--- src/rtl/bounded_sequence_list_assert.svh ---
// assertion macros used by the bounded sequence list top level
`ifndef BOUNDED_SEQUENCE_LIST_ASSERT_SVH
`define BOUNDED_SEQUENCE_LIST_ASSERT_SVH

// same-cycle implication, checked out of reset
`define BSL_HOLDS(lbl, ante, cons, msg) \
  lbl: assert property (@(posedge clk) disable iff (!rst_n) (ante) |-> (cons)) \
    else $error(msg);

// next-cycle implication, checked out of reset
`define BSL_NEXT(lbl, ante, cons, msg) \
  lbl: assert property (@(posedge clk) disable iff (!rst_n) (ante) |=> (cons)) \
    else $error(msg);

`endif

--- src/rtl/bsl_pkg.sv ---
`timescale 1ns / 1ps
// types and codes of the bounded sequence list
package bsl_pkg;

  localparam int ELEM_W = 32;

  // request kinds
  localparam logic [3:0] K_RESTART    = 4'd0;
  localparam logic [3:0] K_ADD_FRONT  = 4'd1;
  localparam logic [3:0] K_ADD_BACK   = 4'd2;
  localparam logic [3:0] K_EDIT_FRONT = 4'd3;
  localparam logic [3:0] K_EDIT_BACK  = 4'd4;
  localparam logic [3:0] K_EDIT_AT    = 4'd5;
  localparam logic [3:0] K_DEL_FRONT  = 4'd6;
  localparam logic [3:0] K_DEL_BACK   = 4'd7;
  localparam logic [3:0] K_DEL_AT     = 4'd8;
  localparam logic [3:0] K_DUMP       = 4'd9;

  // result status codes
  localparam logic [1:0] ST_OK    = 2'd0;
  localparam logic [1:0] ST_FULL  = 2'd1;
  localparam logic [1:0] ST_EMPTY = 2'd2;
  localparam logic [1:0] ST_RANGE = 2'd3;

  typedef enum logic [5:0] {
    S_IDLE     = 6'b000001,
    S_PEND     = 6'b000010,
    S_SHIFT_RD = 6'b000100,
    S_SHIFT_WR = 6'b001000,
    S_DUMP_RD  = 6'b010000,
    S_DUMP_WR  = 6'b100000
  } state_t;

  typedef struct packed {
    logic [1:0]              status;
    logic signed [ELEM_W-1:0] element;
    logic [5:0]              index;
    logic [6:0]              length;
    logic                    last;
  } res_t;

endpackage

--- src/rtl/bsl_ram.sv ---
`timescale 1ns / 1ps
// element store: one write port, one read port with registered read data
module bsl_ram #(
  parameter int DEPTH = 16,
  localparam int AW = $clog2(DEPTH)
) (
  input  logic                       clk,
  input  logic                       we,
  input  logic [AW-1:0]              waddr,
  input  logic [bsl_pkg::ELEM_W-1:0] wdata,
  input  logic                       re,
  input  logic [AW-1:0]              raddr,
  output logic [bsl_pkg::ELEM_W-1:0] rdata
);

  logic [bsl_pkg::ELEM_W-1:0] mem [DEPTH];
  logic [bsl_pkg::ELEM_W-1:0] rdata_r;

  always_ff @(posedge clk) begin
    if (we) begin
      mem[waddr] <= wdata;
    end
    // read data holds until the next read
    if (re) begin
      rdata_r <= mem[raddr];
    end
  end

  assign rdata = rdata_r;

endmodule

--- src/rtl/bounded_sequence_list.sv ---
`timescale 1ns / 1ps
// bounded sequence list top level: ring-buffer list held in a synchronous ram
//
//  channel | direction | tdata                                   | tuser       | tlast
//  --------+-----------+-----------------------------------------+-------------+------
//  in_     | sink      | value[31:0] position[39:32]             | kind[3:0]   | -
//  out_    | source    | element[31:0] index[37:32] length[44:38]| status[1:0] | last
//
//  restart, add, edit, delete front/back and unused kinds are done in the idle state, so a
//  new request can be taken every cycle while the output register drains.
//  delete at a position moves each following element with one ram read and one
//  write. dump reads each element in S_DUMP_RD and sends it from S_DUMP_WR.
//  reset clears the count and the ring head; the ram itself is not cleared.
//  a status result that meets a stalled output waits in a one-entry holding
//  register; the block takes no request until it has gone out.
module bounded_sequence_list #(
  parameter int DEPTH = 16
) (
  input  logic        clk,
  input  logic        rst_n,
  input  logic        in_tvalid,
  output logic        in_tready,
  input  logic [39:0] in_tdata,   // value[31:0], position[39:32]
  input  logic [3:0]  in_tuser,   // kind[3:0]
  output logic        out_tvalid,
  input  logic        out_tready,
  output logic [47:0] out_tdata,  // element[31:0], element_index[37:32], length[44:38]
  output logic [1:0]  out_tuser,  // status[1:0]
  output logic        out_tlast
);

  localparam int IW = $clog2(DEPTH);
  localparam int CW = $clog2(DEPTH + 1);
  localparam logic [IW:0]   DEPTH_X = (IW + 1)'(DEPTH);
  localparam logic [IW-1:0] LAST_IX = IW'(DEPTH - 1);
  localparam logic [CW-1:0] FULL_N  = CW'(DEPTH);

  function automatic logic [IW-1:0] ring_ix(input logic [IW-1:0] base,
                                            input logic [IW-1:0] off);
    logic [IW:0] s;
    s = {1'b0, base} + {1'b0, off};
    if (s >= DEPTH_X) begin
      s = s - DEPTH_X;
    end
    return s[IW-1:0];
  endfunction

  bsl_pkg::state_t state_r, state_nxt;
  logic [IW-1:0] head_r, head_nxt;
  logic [CW-1:0] fill_r, fill_nxt;
  logic [IW-1:0] cursor_r, cursor_nxt;

  logic [3:0]                        in_kind;
  logic signed [bsl_pkg::ELEM_W-1:0] in_value;
  logic [7:0]                        in_position;
  logic                              in_acc;

  logic                       mem_we, mem_re;
  logic [IW-1:0]              mem_waddr, mem_raddr;
  logic [bsl_pkg::ELEM_W-1:0] mem_wdata, mem_rdata;

  logic          fill_full, fill_empty, pos_ok;
  logic [IW-1:0] at_ix, head_inc, head_dec;
  logic          at_is_last, shift_done, dump_last;
  logic          stat_go, dump_go, out_free;
  logic [1:0]    stat_code;

  logic             out_valid_r;
  bsl_pkg::res_t    out_r;
  logic [1:0]       pend_status_r;
  logic [CW-1:0]    pend_length_r;

  assign in_kind     = in_tuser;
  assign in_value    = in_tdata[31:0];
  assign in_position = in_tdata[39:32];
  assign in_tready   = (state_r == bsl_pkg::S_IDLE);
  assign in_acc      = in_tvalid && in_tready;
  assign out_free    = !out_valid_r || out_tready;

  assign fill_full  = (fill_r == FULL_N);
  assign fill_empty = (fill_r == '0);
  assign pos_ok     = (in_position != 8'd0) && (in_position <= 8'(fill_r));
  assign at_ix      = IW'(in_position - 8'd1);
  assign at_is_last = (CW'(at_ix) + CW'(1)) == fill_r;
  assign head_inc   = (head_r == LAST_IX) ? '0 : head_r + IW'(1);
  assign head_dec   = (head_r == '0) ? LAST_IX : head_r - IW'(1);
  assign shift_done = (CW'(cursor_r) + CW'(2)) == fill_r;
  assign dump_last  = (CW'(cursor_r) + CW'(1)) == fill_r;

  bsl_ram #(
    .DEPTH(DEPTH)
  ) u_ram (
    .clk  (clk),
    .we   (mem_we),
    .waddr(mem_waddr),
    .wdata(mem_wdata),
    .re   (mem_re),
    .raddr(mem_raddr),
    .rdata(mem_rdata)
  );

  always_comb begin
    state_nxt  = state_r;
    head_nxt   = head_r;
    fill_nxt   = fill_r;
    cursor_nxt = cursor_r;
    mem_we     = 1'b0;
    mem_waddr  = head_r;
    mem_wdata  = in_value;
    mem_re     = 1'b0;
    mem_raddr  = head_r;
    stat_go    = 1'b0;
    stat_code  = bsl_pkg::ST_OK;
    dump_go    = 1'b0;

    unique case (state_r)
      bsl_pkg::S_IDLE: begin
        if (in_acc) begin
          unique case (in_kind) inside
            bsl_pkg::K_RESTART: begin
              mem_we   = 1'b1;
              fill_nxt = CW'(1);
              stat_go  = 1'b1;
            end
            bsl_pkg::K_ADD_FRONT, bsl_pkg::K_ADD_BACK: begin
              stat_go = 1'b1;
              if (fill_full) begin
                stat_code = bsl_pkg::ST_FULL;
              end else begin
                mem_we   = 1'b1;
                fill_nxt = fill_r + CW'(1);
                if (in_kind == bsl_pkg::K_ADD_FRONT) begin
                  head_nxt  = head_dec;
                  mem_waddr = head_dec;
                end else begin
                  mem_waddr = ring_ix(head_r, IW'(fill_r));
                end
              end
            end
            [bsl_pkg::K_EDIT_FRONT:bsl_pkg::K_DEL_AT]: begin
              stat_go = 1'b1;
              if (fill_empty) begin
                stat_code = bsl_pkg::ST_EMPTY;
              end else if ((in_kind == bsl_pkg::K_EDIT_AT || in_kind == bsl_pkg::K_DEL_AT)
                           && !pos_ok) begin
                stat_code = bsl_pkg::ST_RANGE;
              end else begin
                unique case (in_kind)
                  bsl_pkg::K_EDIT_FRONT: begin
                    mem_we = 1'b1;
                  end
                  bsl_pkg::K_EDIT_BACK: begin
                    mem_we    = 1'b1;
                    mem_waddr = ring_ix(head_r, IW'(fill_r - CW'(1)));
                  end
                  bsl_pkg::K_EDIT_AT: begin
                    mem_we    = 1'b1;
                    mem_waddr = ring_ix(head_r, at_ix);
                  end
                  bsl_pkg::K_DEL_FRONT: begin
                    head_nxt = head_inc;
                    fill_nxt = fill_r - CW'(1);
                  end
                  bsl_pkg::K_DEL_BACK: begin
                    fill_nxt = fill_r - CW'(1);
                  end
                  default: begin
                    // delete at a position: close the gap unless it is the back
                    if (at_is_last) begin
                      fill_nxt = fill_r - CW'(1);
                    end else begin
                      stat_go    = 1'b0;
                      cursor_nxt = at_ix;
                      state_nxt  = bsl_pkg::S_SHIFT_RD;
                    end
                  end
                endcase
              end
            end
            bsl_pkg::K_DUMP: begin
              if (fill_empty) begin
                stat_go   = 1'b1;
                stat_code = bsl_pkg::ST_EMPTY;
              end else begin
                cursor_nxt = '0;
                state_nxt  = bsl_pkg::S_DUMP_RD;
              end
            end
            default: begin
              stat_go = 1'b1;
            end
          endcase
        end
      end
      bsl_pkg::S_PEND: begin
        if (out_free) begin
          state_nxt = bsl_pkg::S_IDLE;
        end
      end
      bsl_pkg::S_SHIFT_RD: begin
        mem_re    = 1'b1;
        mem_raddr = ring_ix(head_r, cursor_r + IW'(1));
        state_nxt = bsl_pkg::S_SHIFT_WR;
      end
      bsl_pkg::S_SHIFT_WR: begin
        mem_we    = 1'b1;
        mem_waddr = ring_ix(head_r, cursor_r);
        mem_wdata = mem_rdata;
        if (shift_done) begin
          fill_nxt = fill_r - CW'(1);
          stat_go  = 1'b1;
        end else begin
          cursor_nxt = cursor_r + IW'(1);
          state_nxt  = bsl_pkg::S_SHIFT_RD;
        end
      end
      bsl_pkg::S_DUMP_RD: begin
        mem_re    = 1'b1;
        mem_raddr = ring_ix(head_r, cursor_r);
        state_nxt = bsl_pkg::S_DUMP_WR;
      end
      bsl_pkg::S_DUMP_WR: begin
        if (out_free) begin
          dump_go = 1'b1;
          if (dump_last) begin
            state_nxt = bsl_pkg::S_IDLE;
          end else begin
            cursor_nxt = cursor_r + IW'(1);
            state_nxt  = bsl_pkg::S_DUMP_RD;
          end
        end
      end
      default: begin
        state_nxt = bsl_pkg::S_IDLE;
      end
    endcase

    // a status result that finds the output busy is parked
    if (stat_go) begin
      state_nxt = out_free ? bsl_pkg::S_IDLE : bsl_pkg::S_PEND;
    end
  end

  always_ff @(posedge clk) begin
    if (!rst_n) begin
      state_r     <= bsl_pkg::S_IDLE;
      head_r      <= '0;
      fill_r      <= '0;
      cursor_r    <= '0;
      out_valid_r <= 1'b0;
    end else begin
      state_r  <= state_nxt;
      head_r   <= head_nxt;
      fill_r   <= fill_nxt;
      cursor_r <= cursor_nxt;
      if ((stat_go && out_free) || (state_r == bsl_pkg::S_PEND && out_free) || dump_go) begin
        out_valid_r <= 1'b1;
      end else if (out_tready) begin
        out_valid_r <= 1'b0;
      end
    end
  end

  always_ff @(posedge clk) begin
    if (stat_go && out_free) begin
      out_r.status  <= stat_code;
      out_r.element <= '0;
      out_r.index   <= '0;
      out_r.length  <= 7'(fill_nxt);
      out_r.last    <= 1'b1;
    end else if (state_r == bsl_pkg::S_PEND && out_free) begin
      out_r.status  <= pend_status_r;
      out_r.element <= '0;
      out_r.index   <= '0;
      out_r.length  <= 7'(pend_length_r);
      out_r.last    <= 1'b1;
    end else if (dump_go) begin
      out_r.status  <= bsl_pkg::ST_OK;
      out_r.element <= mem_rdata;
      out_r.index   <= 6'(cursor_r);
      out_r.length  <= 7'(fill_r);
      out_r.last    <= dump_last;
    end
    if (stat_go && !out_free) begin
      pend_status_r <= stat_code;
      pend_length_r <= fill_nxt;
    end
  end

  assign out_tvalid = out_valid_r;
  assign out_tdata  = {3'b000, out_r.length, out_r.index, out_r.element};
  assign out_tuser  = out_r.status;
  assign out_tlast  = out_r.last;

`include "bounded_sequence_list_assert.svh"

  `BSL_NEXT(a_full_add_keeps, in_acc && fill_full && (in_kind == bsl_pkg::K_ADD_FRONT || in_kind == bsl_pkg::K_ADD_BACK), fill_r == $past(fill_r) && head_r == $past(head_r), "add to a full list changed the list")
  `BSL_NEXT(a_shift_end_count, state_r == bsl_pkg::S_SHIFT_WR && shift_done, fill_r == $past(fill_r) - CW'(1), "gap close did not drop the count by one")
  `BSL_HOLDS(a_pend_output_busy, state_r == bsl_pkg::S_PEND, out_valid_r, "held status without a busy output register")

endmodule
--- config.mk ---
export PLATFORM = sky130hd
export DESIGN_NAME = bounded_sequence_list
export DESIGN_NICKNAME = d
export VERILOG_FILES = /design/src/rtl/bsl_pkg.sv /design/src/rtl/bsl_ram.sv /design/src/rtl/bounded_sequence_list.sv
export VERILOG_INCLUDE_DIRS = /design/src /design/src/rtl
export SDC_FILE = /design/constraint.sdc
export NUM_CORES = 1
export LEC_CHECK = 0
export ABC_AREA = 1
export BUFFER_PORTS_ARGS = -buffer_cell sky130_fd_sc_hd__buf_2
export CORE_UTILIZATION = 50
export CTS_BUF_LIST = sky130_fd_sc_hd__clkbuf_8 sky130_fd_sc_hd__clkbuf_16
export CTS_CLUSTER_DIAMETER = 150
export CTS_CLUSTER_SIZE = 10
export DETAILED_ROUTE_END_ITERATION = 6
export PLACE_DENSITY = 0.68
export SLEW_MARGIN = 20
export SYNTH_ARGS = -nofsm -noshare
export SYNTH_HDL_FRONTEND = slang
export SYNTH_HIERARCHICAL = 1
export SYNTH_SLANG_ARGS = --single-unit
--- constraint.sdc ---
create_clock -name clk -period 9.6 [get_ports clk]
set_input_delay 0.96 -clock clk [delete_from_list [all_inputs] [get_ports clk]]
set_output_delay 0.96 -clock clk [all_outputs]
set_load 0.05 [all_outputs]
==> results summary, run 1 <==
The relative area change from synthesis to final layout came out at 10.9%. The number of gates resized after cts is 0. The TritonCTS buffer count is 71. At the worst endpoint, the required time is 9850 ps.

Setup repair after global routing left no endpoint under its margin. The wire length of the first global-routing pass came out at 111000 um. Power spread over the standard cell area amounts to 193 mW/mm^2. The number of antenna diodes in the final layout is 0. For this run, the slowest stage of the critical path takes 650 ps. The number of global-route vias before repair came out at 19900. The upper clock frequency limit is 204 MHz. The initial antenna violation count is 0. The detailed router put a total of 30200 um of wire on met1. The worst setup path is launched from a flip-flop.

The mapped netlist covers 0.0288 mm^2. By area the synthesized netlist is led by edfxtp_1, nand2_1, nand3_1. TritonCTS built the clock tree. The detailed router finished its first iteration with 2030 violations. The total global-route track usage is 24.4%. The maximum clock skew at final layout came out at 28.2 ps. In the final routed layout, each cell accounts on average for 18.5 um. The full die area is 0.0585 mm^2. The final critical path takes up 51.1% of the cycle. Yosys mapped a number of flops with a built-in enable equal to 558. The estimated wirelength of the detail-placed design is 42100 um. The clock drives 615 sinks.

The count of final hold-check violations came out at 0. The average vias per placed instance came out at 5.33. The largest fanout on the critical path is 20. Summing the sequential cell areas from Yosys gives 62.2% of the chip area. Among the stages of the critical path, the cell type that occurs most often is nand2_1. The layout has 4859 filler cells. The commonest cells after synthesis are nand2_1, edfxtp_1, inv_1. The post-CTS repair timing setup buffer count came out at 0. The final layout contains 3118 nets. The clock transition at the registers of the reported paths came out at 60 ps. The ratio of cells with drive above 1 in the final layout came out at 10.2%. The synthesized area divided by synthesized cell count came out at 9.66 um^2. Final hold analysis gives a worst-case slack of 463 ps. Measured against its own limit, the worst slew margin works out to 24.3%.

The cell row count is 87. The reported leakage power came out at 13.6 nW. Across the run, the number of max-cap violations was 0.

The sequential cell area is 0.0179 mm^2. The buffer levels on the longest clock path came out at 3. The total congestion overflow is 0. The max-slew violation total from the final report came out at 0. Summing all multi-input logic gate instances after layout gives 0.00835 mm^2. The final layout contains routed wiring with a total length of 71200 um. VDD sags by at most 173 uV. The post-route total power came out at 6.15 mW. The floorplan die width is 242 um. The final weighted congestion in routability-driven placement came out at 0.940.

Buffers placed on the I/O ports in this run total 93. The fraction of post-synthesis cell area in the top cell type by area is 58.3%. For this run, design rule violations remaining after detail routing come to 0.

The minimum period implied by the final worst setup slack is 4910 ps. The most common cell in the synthesized netlist is nand2_1. The post-route setup TNS is 0 ps. The category of the critical setup timing path is reg -> reg. The highest metal layer carrying signal wires in the routed design is met4. The min-delay analysis places its worst path in the category reg -> reg. For this design, the slowest cell found on the critical path is dfxtp_1. Buffers inserted to repair hold after CTS numbered 0.

The detailed route wirelength on metal3 is 5380 um. Setup violations remaining at the end of the flow were counted as 0. The initial core utilization is 50.8%.

The number of distinct standard cells referenced by the synthesized netlist is 53. The vias after detailed routing came out at 20500. The total area inside the core boundary comes to 0.0566 mm^2. Synthesis inferred 615 register bits. In this run the remaining antenna-violating nets after routing total 0. The met2 wire length came out at 33500 um. Walking the worst path, the cells encountered are inv_1 > ha_1 > o21ai_0 > ha_1 > a21o_1 > a21oi_1 > inv_1 > or2_2 > nand2_1 > o21ai_0 > nand3_1 > nand2_1 > nand2_1 > nand2_1 > nor2_1 > nand2_1 > nor2_4 > buf_4. The endpoint kind of the worst setup timing path is a flip-flop. The source-to-sink clock delay at the later pin of the worst-skew pair came out at 610 ps. The H-tree level count is 3. The critical path arrival is 5160 ps. The flow ran to the end, and the final reports show no timing, DRC or antenna violations.

edfxtp_1 takes more of the synthesized area than any other cell. The share of async-settable or async-resettable flops after synthesis came out at 0%. The most common flop cell mapped by yosys is edfxtp_1. The synthesized netlist cell count is 2977.

The kind of cell with the highest combined delay along the critical path is simple AND/OR/NAND/NOR gates. The clock tree root driver cell is clkbuf_16. The worst-margin pin slew is 1140 ps. The number of iterations in the first detailed-routing pass is 6. The die extent in y is 242 um. The maximum number of pins on one net before global-route repair came out at 112. In this run the count of I/O pins placed on the die edge is 101. The count of buffering cells on the critical path with inverters included came out at 3. The warning count from the yosys run came out at 6.
-- path summary, 6_finish.rpt --
path                            cells after the start              end         start  slack (ps)
worst max-delay path                               18  u_ram/mem[2][4]     fill_r[0]        4690
worst min-delay path                                2     out_tdata[0]  out_tdata[0]         460
worst max register to register                     18  u_ram/mem[2][4]     fill_r[0]        4690
worst min register to register                      2     out_tdata[0]  out_tdata[0]         460
-- power breakdown --
| part | internal (mW) | switching [mW] |
|---|---|---|
| Clock | 1.33 | 1.02 |
| Sequential | 2.96 | 0.0323 |
| Combinational | 0.226 | 0.589 |
-- sequential cells by signal, indices dropped and copies added, names as in the netlist --
signal	cells
cursor_r	4
fill_r	5
head_r	4
out_tdata	41
out_tlast	1
out_tuser	2
out_tvalid	1
pend_length_r	5
pend_status_r	2
state_r	6
u_ram/mem	512
u_ram/rdata	32
-- per-stage QoR --
step | worst slack (ps) | utilization (%) | std cells | area (um^2)
after detailed placement | 4470 | 52.5 | 3715 | 29700
after CTS | 4720 | 56.0 | 3836 | 31700
final | 4690 | 56.4 | 3844 | 31900
after floorplan | 4710 | - | 2983 | 28800
after global routing | 4350 | 56.4 | 3844 | 31900
after global placement | 4530 | 52.4 | 3713 | 29700
-- placed cells by master, fill, tap and decap left out, drive strengths merged, types with 2 or more instances in the layout --
cell	Yosys	final
nand2	1002	1002
nand3	437	437
inv	482	532
xor2	14	14
o221ai	4	4
dfxtp	57	57
buf	108	123
nor4	5	5
nand4	9	9
clkinv	4	3
fa	4	4
ha	26	26
o22ai	6	6
nand3b	3	3
a31oi	3	3
nor3	6	6
clkbuf	31	71
nor2	70	70
a211oi	3	3
o21ai	44	44
or2	4	4
conb	1	7
edfxtp	558	558
xnor2	9	9
o211ai	5	5
a21oi	75	75
a21o	2	2
-- cell type report --
type,instances,share of cell area [%]
Inverter,486,5.77
Timing Repair Buffer,123,2.73
Clock buffer,71,5.57
Sequential cell,615,56.1
Clock inverter,50,0.679
Tap cell,756,2.97
Multi-Input combinational cell,1743,26.2
-- metal layers --
layer / up-vias / global-route usage, %
met3: 148 / 4.40
met2: 816 / 39.5
met5: - / 0
met1: 9773 / 33.3
li1: 9752 / -
met4: 0 / 8.28
-- worst register-to-register path: cells and delay by family, from the launching register on --
family | cells | cell delay, ps
AOI/OAI and AO/OA | 4 | 740
DFF | 1 | 650
buffers and inverters | 3 | 770
adders and majority gates | 2 | 730
and+or+nand+nor | 9 | 1620
-- kinds of logic (layout without fill, tap and decap cells) --
kind of cell | after synthesis | in the layout | synth area share [%]
AO/OA/AOI/OAI | 147 | 147 | 3.38
XOR/XNOR | 23 | 23 | 0.700
adder cells (fa/ha/maj) | 30 | 30 | 1.41
buffers and inverters | 625 | 730 | 9.50
flip-flops | 615 | 615 | 62.2
other | 1 | 7 | 0.0130
AND/OR/NAND/NOR | 1536 | 1536 | 22.8
Power figures use the tool's default switching activity.
==> inputs of run 2 (changes only) <==
--- a/config.mk
+++ b/config.mk
@@ -13,7 +13,7 @@
 export CTS_CLUSTER_DIAMETER = 150
 export CTS_CLUSTER_SIZE = 10
 export DETAILED_ROUTE_END_ITERATION = 6
-export PLACE_DENSITY = 0.68
+export PLACE_DENSITY = 0.7
 export SLEW_MARGIN = 20
 export SYNTH_ARGS = -nofsm -noshare
 export SYNTH_HDL_FRONTEND = slang
==> constraint.sdc (replaced) <==
create_clock -name clk -period 4.35 [get_ports clk]
set_input_delay 0.435 -clock clk [delete_from_list [all_inputs] [get_ports clk]]
set_output_delay 0.435 -clock clk [all_outputs]
set_load 0.05 [all_outputs]
==> run 2 against run 1 <==
The flow now finishes with violations (design-rule violations). Setup slack worse by 4300 ps. Utilization increased by 0.85 points. Power up 120%. Die area unchanged. Critical path depth up 4. Final area rose by 1.5%. Fmax is 25% higher. Critical endpoint is now u_ram/mem[8][25]. Largest cell class unchanged. Largest power group unchanged.
==> results summary, run 2 (synthesized netlist as in run 1, its figures left out) <==
The number of DRC violations after detailed routing is 3 (was 0). The endpoint kind of the worst setup timing path is a flip-flop (unchanged). The antenna diode count was 0 (unchanged). The total congestion overflow is 0 (unchanged). The largest fanout on the critical path came out at 12 (was 20). The checks that failed: design-rule violations. The flip-flop count of the largest register after layout came out at 512 (unchanged). The required time reported for the critical path endpoint is 4640 ps (was 9850 ps).

The buffer levels on the longest clock path was 3 (unchanged). The met1 capacity usage during global routing is 34.4% (was 33.3%). The worst hold margin came out at 168 ps (was 463 ps). The quantity of hold-fixing buffers added after cts came to 0 (unchanged). The most frequent standard cell in the layout excluding fill and tap cells is nand2_1 (unchanged). The number of iterations in the first detailed-routing pass came out at 7 (was 6).

The maximum clock skew at final layout came to 23.4 ps (was 28.2 ps). Most used cells in the layout excluding fill and tap cells: nand2_1, edfxtp_1, inv_1 (unchanged). The category of the critical setup timing path is reg -> reg (unchanged).

The minimum period implied by the final worst setup slack is 3910 ps (was 4910 ps). The max-slew violation total from the final report is 0 (unchanged). The count of boundary I/O pins is 101 (unchanged). The net total in the final layout came out at 3147 (was 3118). The path type of the worst min-delay path is in -> reg (was reg -> reg). The die extent in y came out at 242 um (unchanged).

The clock tree root driver cell is clkbuf_16 (unchanged). The final wirelength is 74000 um (was 71200 um). The initial antenna violation count was 0 (unchanged). The headroom to the max-slew limit is 34.2% (was 24.3%). The final routed wire length divided by cell count came out at 19.1 um (was 18.5 um).

Unrepaired setup endpoints after global routing: false (unchanged). The cell at the slowest stage of the critical path is dfxtp_1 (unchanged). The initial core utilization was 50.8% (unchanged). The average vias per placed instance is 5.34 (was 5.33). The kind of launch point of the worst setup path is a flip-flop (unchanged). The setup violation total in the final timing report is 0 (unchanged).

The maximum number of pins on one net before global-route repair is 129 (was 112). The global-route met2 utilization came to 41.4% (was 39.5%). The worst-margin pin slew came to 986 ps (was 1140 ps). The ratio of cells with drive above 1 in the final layout is 11.0% (was 10.2%). The share of the clock period used by the worst path after layout came out at 89.9% (was 51.1%).

The vias after detailed routing is 20700 (was 20500). The final-layout fill cell count came out at 4812 (was 4859). Run status: finished with violations (was finished clean). The post-CTS repair timing setup buffer count came to 0 (unchanged). The number of maximum-capacitance violations is 0 (unchanged).

The CTS tree is built (unchanged). The wire length of the first global-routing pass came out at 115000 um (was 111000 um). The estimated wirelength of the detail-placed design is 45100 um (was 42100 um). The H-tree level count came out at 3 (unchanged). The source-to-sink clock delay at the later pin of the worst-skew pair came to 610 ps (about the same).

The full die area came out at 0.0585 mm^2 (unchanged). The cell type group with the largest total delay on the critical path was simple AND/OR/NAND/NOR gates (unchanged). The clock sink total came out at 615 (unchanged).

The final core utilization was 57.2% (was 56.4%). The count of buffering cells on the critical path with inverters included is 3 (unchanged). The number of routed nets with antenna violations came to 0 (unchanged). The relative area change from synthesis to final layout is 12.6% (was 10.9%). Series of cell instances along the critical path: inv_4 > ha_1 > nand2_1 > inv_1 > nand2_1 > nand2_1 > nand2_1 > nand2_1 > nand2_1 > nand2_1 > nand2_4 > nand3_1 > nand2_1 > nand3_1 > nand2_1 > nand2_1 > nand2_1 > nand2_1 > nand3_1 > nand3b_1 > nor2_4 > buf_4 (was inv_1 > ha_1 > o21ai_0 > ha_1 > a21o_1 > a21oi_1 > inv_1 > or2_2 > nand2_1 > o21ai_0 > nand3_1 > nand2_1 > nand2_1 > nand2_1 > nor2_1 > nand2_1 > nor2_4 > buf_4).

The floorplan die width came out at 242 um (unchanged). The critical path arrival is 4200 ps (was 5160 ps). The maximum vdd ir drop was 357 uV (was 173 uV). The area of the core came out at 0.0566 mm^2 (unchanged). The total power divided by cell area came out at 426 mW/mm^2 (was 193 mW/mm^2). The number of global-route vias before repair came to 20300 (was 19900). The starting DRC count in detailed routing came to 2106 (was 2030). The post-route setup TNS came to 0 ps (unchanged). The final weighted congestion in routability-driven placement is 0.881 (was 0.940). The count of buffers from port buffering is 93 (unchanged). The final setup slack of the worst path is 437 ps (was 4690 ps).

The clock transition at the registers of the reported paths is 60 ps (about the same). The layer carrying the most global-route usage is met2 (unchanged). The delay of the slowest cell on the worst path is 670 ps (was 650 ps). The number of gates resized after cts is 0 (unchanged). The register with the highest flop count is u_ram/mem (unchanged). The pre-CTS worst setup slack came to 214 ps (was 4470 ps). The reported leakage power is 13.9 nW (was 13.6 nW). The met3 routing resource usage after global routing is 4.13% (was 4.40%). The TritonCTS buffer count came out at 71 (unchanged). The most prevalent standard cell on the critical path was nand2_1 (unchanged). The upper clock frequency limit is 256 MHz (was 204 MHz). The cell row count came out at 87 (unchanged).

The count of final hold-check violations came out at 0 (unchanged). The total global-route track usage is 25.5% (was 24.4%).
run 2: cell types whose count changed in the layout (fill, tap and decap cells not counted), sizes merged:
| cell | delta |
|---|---|
| buf | +29 |
| inv | +5 |
| clkbuf | +3 |
| clkinv | +1 |
run 2: power breakdown:
part | internal (mW) | switching [mW] | total (mW)
clock | 3.05 | 2.26 | 5.31
sequential | 6.53 | 0.0484 | 6.58
combinational | 0.546 | 1.38 | 1.92
total | 10.1 | 3.68 | 13.8
run 2: per-layer routing:
| metal | share of wire [%] | vias up |
|---|---|---|
| met1 | 42 | 9933 |
| li1 | - | 9851 |
| met3 | 7.0 | 149 |
| met2 | 48 | 813 |
| met4 | 3.2 | 0 |
| met5 | 0 | - |
run 2: final cells by class:
| cell class | count | area, um^2 | share of cell area [%] |
|---|---|---|---|
| multi-input combinational | 1743 | 8350 | 25.8 |
| clock inverter | 56 | 236 | 0.730 |
| tap | 756 | 946 | 2.92 |
| clock buffer | 74 | 1850 | 5.72 |
| sequential | 615 | 17900 | 55.3 |
| inverter | 486 | 1840 | 5.68 |
| timing repair buffer | 152 | 1260 | 3.89 |
run 2: final timing paths:
| kind | from | endpoint | slack (ps) | cells after the start |
|---|---|---|---|---|
| max | fill_r[2] | u_ram/mem[8][25] | 440 | 22 |
| min | rst_n | cursor_r[0] | 170 | 3 |
| max reg2reg | fill_r[2] | u_ram/mem[8][25] | 440 | 22 |
| min reg2reg | out_tdata[10] | out_tdata[10] | 470 | 2 |
run 2: tightest hold or removal path, cell delays in order:
cell and delay (ps):
buf_2 180, nand2_1 90, nor2_1 30
run 2: metrics by stage:
stage	std cells	cell area (um^2)	power, mW
floorplan	2983	28800	8.04
finish	3882	32400	13.8
detailed placement	3752	30300	8.60
global route	3882	32400	14.3
global placement	3752	30300	8.58
CTS	3882	32400	13.9
